## src/hw/rtl/convex_hull_line_container_defines.svh

```systemverilog
// Assertion macros shared by the convex hull line container RTL.
`ifndef CONVEX_HULL_LINE_CONTAINER_DEFINES_SVH
`define CONVEX_HULL_LINE_CONTAINER_DEFINES_SVH

// Same-cycle implication, disabled during reset
`define CHC_ASSERT_IMP(lbl, ante, cons, msg) \
  lbl: assert property (@(posedge clk) disable iff (rst) (ante) |-> (cons)) else $error(msg);

// Next-cycle implication, disabled during reset
`define CHC_ASSERT_NXT(lbl, ante, cons, msg) \
  lbl: assert property (@(posedge clk) disable iff (rst) (ante) |=> (cons)) else $error(msg);

`endif

```

## src/hw/rtl/chc_pkg.sv

```systemverilog
// Shared constants and codes of the convex hull line container.
package chc_pkg;

  localparam int CHC_CAPACITY = 64;

  localparam int SLOPE_W = 32;
  localparam int ICPT_W  = 48;
  localparam int X_W     = 32;
  localparam int VAL_W   = 64;
  localparam int CNT_W   = 7;

  // differences of intercepts and slopes used by the redundancy test
  localparam int DB_W = ICPT_W + 1;
  localparam int DA_W = SLOPE_W + 1;

  typedef enum logic [1:0] {
    ST_OK    = 2'd0,
    ST_EMPTY = 2'd1,
    ST_FULL  = 2'd2,
    ST_DROP  = 2'd3
  } status_t;

  typedef enum logic {
    CMD_INSERT = 1'b0,
    CMD_QUERY  = 1'b1
  } cmd_t;

endpackage

```

## src/hw/rtl/chc_mul.sv

```systemverilog
// Bit-serial signed multiplier for the redundancy cross products.
module chc_mul import chc_pkg::*; #(
  parameter int AW = DB_W,
  parameter int BW = DA_W
) (
  input  logic                     clk,
  input  logic                     rst,
  input  logic                     start,
  input  logic signed [AW-1:0]     op_a,
  input  logic signed [BW-1:0]     op_b,
  output logic                     done,
  output logic signed [AW+BW-1:0]  prod
);

  localparam int PW = AW + BW;
  localparam int CW = $clog2(BW + 1);

  logic [AW-1:0] a_mag;
  logic [BW-1:0] b_mag;
  logic [PW-1:0] mc;
  logic [PW-1:0] acc;
  logic [BW-1:0] mb;
  logic [CW-1:0] cnt;
  logic          neg;
  logic          run;
  logic          fin;

  // magnitudes of the operands
  assign a_mag = op_a[AW-1] ? (~op_a + 1'b1) : op_a;
  assign b_mag = op_b[BW-1] ? (~op_b + 1'b1) : op_b;

  // one multiplier bit per cycle, sign applied at the end
  always_ff @(posedge clk) begin
    if (rst) begin
      run  <= 1'b0;
      fin  <= 1'b0;
      done <= 1'b0;
    end else begin
      done <= 1'b0;
      if (start) begin
        run <= 1'b1;
        cnt <= CW'(BW);
        mc  <= PW'(a_mag);
        mb  <= b_mag;
        acc <= '0;
        neg <= op_a[AW-1] ^ op_b[BW-1];
      end else if (run) begin
        if (mb[0]) begin
          acc <= acc + mc;
        end
        mc  <= mc << 1;
        mb  <= mb >> 1;
        cnt <= cnt - 1'b1;
        if (cnt == CW'(1)) begin
          run <= 1'b0;
          fin <= 1'b1;
        end
      end else if (fin) begin
        fin  <= 1'b0;
        done <= 1'b1;
        prod <= neg ? (~acc + 1'b1) : acc;
      end
    end
  end

endmodule
```

## config.mk

```make
export PLATFORM = sky130hd
export DESIGN_NAME = chc_mul
export DESIGN_NICKNAME = d
export VERILOG_FILES = /design/src/hw/rtl/convex_hull_line_container_defines.svh /design/src/hw/rtl/chc_pkg.sv /design/src/hw/rtl/chc_mul.sv
export SDC_FILE = /design/constraint.sdc
export NUM_CORES = 1
export LEC_CHECK = 0
export BUFFER_PORTS_ARGS = -buffer_cell sky130_fd_sc_hd__buf_2
export CORE_MARGIN = 5
export CORE_UTILIZATION = 40
export CTS_CLUSTER_SIZE = 40
export DETAILED_ROUTE_END_ITERATION = 10
export PLACE_DENSITY = 0.58
export SYNTH_ARGS = -nofsm -noshare
export SYNTH_HDL_FRONTEND = slang
export SYNTH_SLANG_ARGS = --single-unit
```

## constraint.sdc

```tcl
create_clock -name clk -period 15.2 [get_ports clk]
set_clock_uncertainty 0.2 [all_clocks]
set_input_delay 1.52 -clock clk [delete_from_list [all_inputs] [get_ports clk]]
set_output_delay 1.52 -clock clk [all_outputs]
set_load 0.05 [all_outputs]
```

==> flow_metrics.tcl <==
set metrics [dict create \
    yosys_warnings 0 \
    initial_core_util_pct 40.3 \
    area_delta_synth_final_pct 13.0 \
    synth.distinct_cells 67 \
    final_nets 2205 \
    crit_top_cell "or4_4" \
    fin_crit_sh_pct 31.6 \
    tightest_slew_ns 1.00 \
    synth.avg_cell_area_um2 9.83 \
    worstPathCellList "buf_2, or4_4, nor4_4, nand4b_1, or4_4, or4_1, or4_4, o41ai_2, xor2_1, a21oi_1" \
    p_leak_nw 7.64 \
    fin_util_pct 45.5 \
    cts_made_buffers 34 \
    synth_area_um2 18700 \
    grt_pass1_vias 14500 \
    path_class "in2reg" \
    p_int_mw 1.59 \
    clock_sinks 289 \
    rsz0062_at_grt "false" \
    drive_above_1_share_pct 13.0 \
    grt_first_pass_wirelength_um 79400 \
    crit_path_end_kind "flop" \
    clockRootBuffer "clkbuf_16" \
    crit_family "simple AND/OR/NAND/NOR gates" \
    arrival_ns 4.86 \
    multi_input_area_um2 9630 \
    hold_violations 0 \
    setup_viol_count_final 0 \
    dp_slack_ns 9.89 \
    critical_path.startpoint_type "input pin" \
    num_vias 15000 \
    synth-edff-count 286 \
    final_area_um2 21100 \
    slowest_delay_ns 0.56 \
    dpl.cell_count 2604 \
    clk_latency_ns 0.55 \
    io_pins 168 \
    totalPowerFinal_mw 2.27 \
    cts_buffer_depth 3 \
    hold_class "reg2reg" \
    ir_drop_mv 0.0565 \
    pwr-share-seq_pct 43.8 \
    switching_share_pct 29.8 \
    synth_seq_cells 289 \
    fin_ws_ns 10.40 \
    fp.dieH_um 226 \
    wl_um 50300 \
    crit_slowest_cell "or4_4" \
    required_ns 15.25 \
    crit_buf_inv 1 \
    ys.flop_type "edfxtp_1" \
    gp_congestion 0.911 \
    dieArea_um2 51200 \
    grt_use_total_pct 19.3 \
    stdcell_count 2669 \
    period_needed_ns 4.80 \
    dpl_cell_area_um2 20100 \
    grt_max_degree 97 \
    regArea_um2 8650 \
    switching_power_mw 0.677 \
    max_freq_mhz 208 \
    whs_ns 0.295 \
    cts_resized 0 \
    htreeDepth 2 \
    hold_buffers 0 \
    power_density_nw_per_um2 107 \
    finalSetupTns_ns 0 \
    cts_tree "yes" \
    critPathMaxFanout 5 \
    maxSlewViolCount 0 \
    path_clk_slew_ns 0.06 \
    slew_headroom_pct 32.7 \
    cts_setup_buffers 0 \
    drtAntennaViolNets 0 \
    viasPerCell 5.61 \
    grt_antenna_before_repair 9 \
    row_count 79 \
    hpwl_um 38100 \
    drt_iter0_drc 1053 \
    run_status "completed" \
    fillCellCount 4525 \
    drc 0 \
    first_pass_iters 5 \
    async_flop_share_pct 0 \
    syn_inst 1905 \
    die_w_um 226 \
    grt.overflow.total 0 \
    max_cap_violations 0 \
    wl_per_cell_um 18.8 \
    synth.net_count 2077 \
    ys_seq_area_share_pct 46.2 \
    coreArea_um2 46500 \
    port_buffers 167 \
    p_comb_share_pct 22.0 \
    clkPwrFrac_pct 34.3 \
]
==> cell usage in the layout, fill, tap and decap left out, drive strengths merged, types with 38 or more instances in the layout <==
| master | Yosys | layout |
|---|---|---|
| clkbuf | 84 | 49 |
| a21o | 38 | 38 |
| o31ai | 45 | 45 |
| nor3 | 41 | 41 |
| a21oi | 188 | 188 |
| o21ai | 113 | 113 |
| xnor2 | 129 | 129 |
| xor2 | 101 | 101 |
| nor2 | 224 | 224 |
| buf | 4 | 179 |
| edfxtp | 286 | 286 |
| nand2 | 152 | 152 |
| nor2b | 49 | 49 |
| ha | 86 | 86 |
==> layer usage <==
layer / routed length (um) / track usage [%] / vias to the layer above
li1: - / - / 7297
met1: 23500 / 28.1 / 7122
met3: 3970 / 4.69 / 89
met2: 21500 / 28.8 / 460
met5: 34 / 0 / -
met4: 1340 / 5.63 / 8
==> logic make-up after synthesis <==
family,after synthesis,share of synthesized area (%)
simple gates,659,17.2
xor+xnor,230,10.8
compound gates,502,16.5
flops,289,46.2
fa+ha+maj,87,5.86
buf+inv,122,2.45
mux,16,0.949
==> registers in the layout (all words and copies together) (netlist names) <==
| signal | flops |
|---|---|
| fin | 1 |
| cnt | 6 |
| acc | 82 |
| run | 1 |
| mc | 82 |
| neg | 1 |
| done | 1 |
| mb | 33 |
| prod | 82 |
==> area by class of cell <==
cell class	instances	share of cell area, %
clock inverter	13	0.467
multi-input combinational	1494	45.5
antenna	4	0.0473
timing repair buffer	180	4.45
sequential	289	40.9
tap	607	3.59
clock buffer	48	4.42
inverter	34	0.615
==> synthesized netlist by cell type, types with 14 or more instances <==
| master | count | area share [%] |
|---|---|---|
| a21o_1 | 38 | 1.5 |
| or4_1 | 19 | 0.76 |
| xnor2_1 | 129 | 6.0 |
| nand4_1 | 30 | 1.0 |
| o21bai_1 | 22 | 0.88 |
| nor2b_1 | 49 | 1.6 |
| edfxtp_1 | 286 | 46 |
| nand2b_1 | 23 | 0.77 |
| nor4_1 | 15 | 0.50 |
| nand2_1 | 152 | 3.0 |
| inv_1 | 34 | 0.68 |
| a21oi_1 | 188 | 5.0 |
| nor3_1 | 41 | 1.1 |
| o21ai_0 | 113 | 3.0 |
| clkbuf_1 | 84 | 1.7 |
| nand3_1 | 30 | 0.80 |
| ha_1 | 86 | 5.7 |
| xor2_1 | 101 | 4.7 |
| o41ai_1 | 26 | 1.2 |
| o31ai_1 | 43 | 1.7 |
| mux2_2 | 14 | 0.84 |
| or3_1 | 28 | 0.94 |
| nor2_1 | 224 | 4.5 |
==> path summary, 6_finish.rpt <==
kind                            cells after the start     from  slack (ns)       end
worst max-delay path                               10  op_a[7]       10.40    mc[44]
worst min-delay path                                1      fin        0.30      done
worst max register to register                     11   acc[5]       10.67  prod[62]
worst min register to register                      1      fin        0.30      done
==> power groups by stage <==
stage / Combinational [mW] / Clock (mW) / Sequential [mW]
after floorplan: 0.371 / 0 / 0.993
after global placement: 0.489 / 0 / 1.01
after detailed placement: 0.493 / 0 / 1.01
after CTS: 0.495 / 0.800 / 0.992
after global routing: 0.557 / 0.833 / 0.997
final: 0.498 / 0.777 / 0.993
Power figures use the tool's default switching activity.
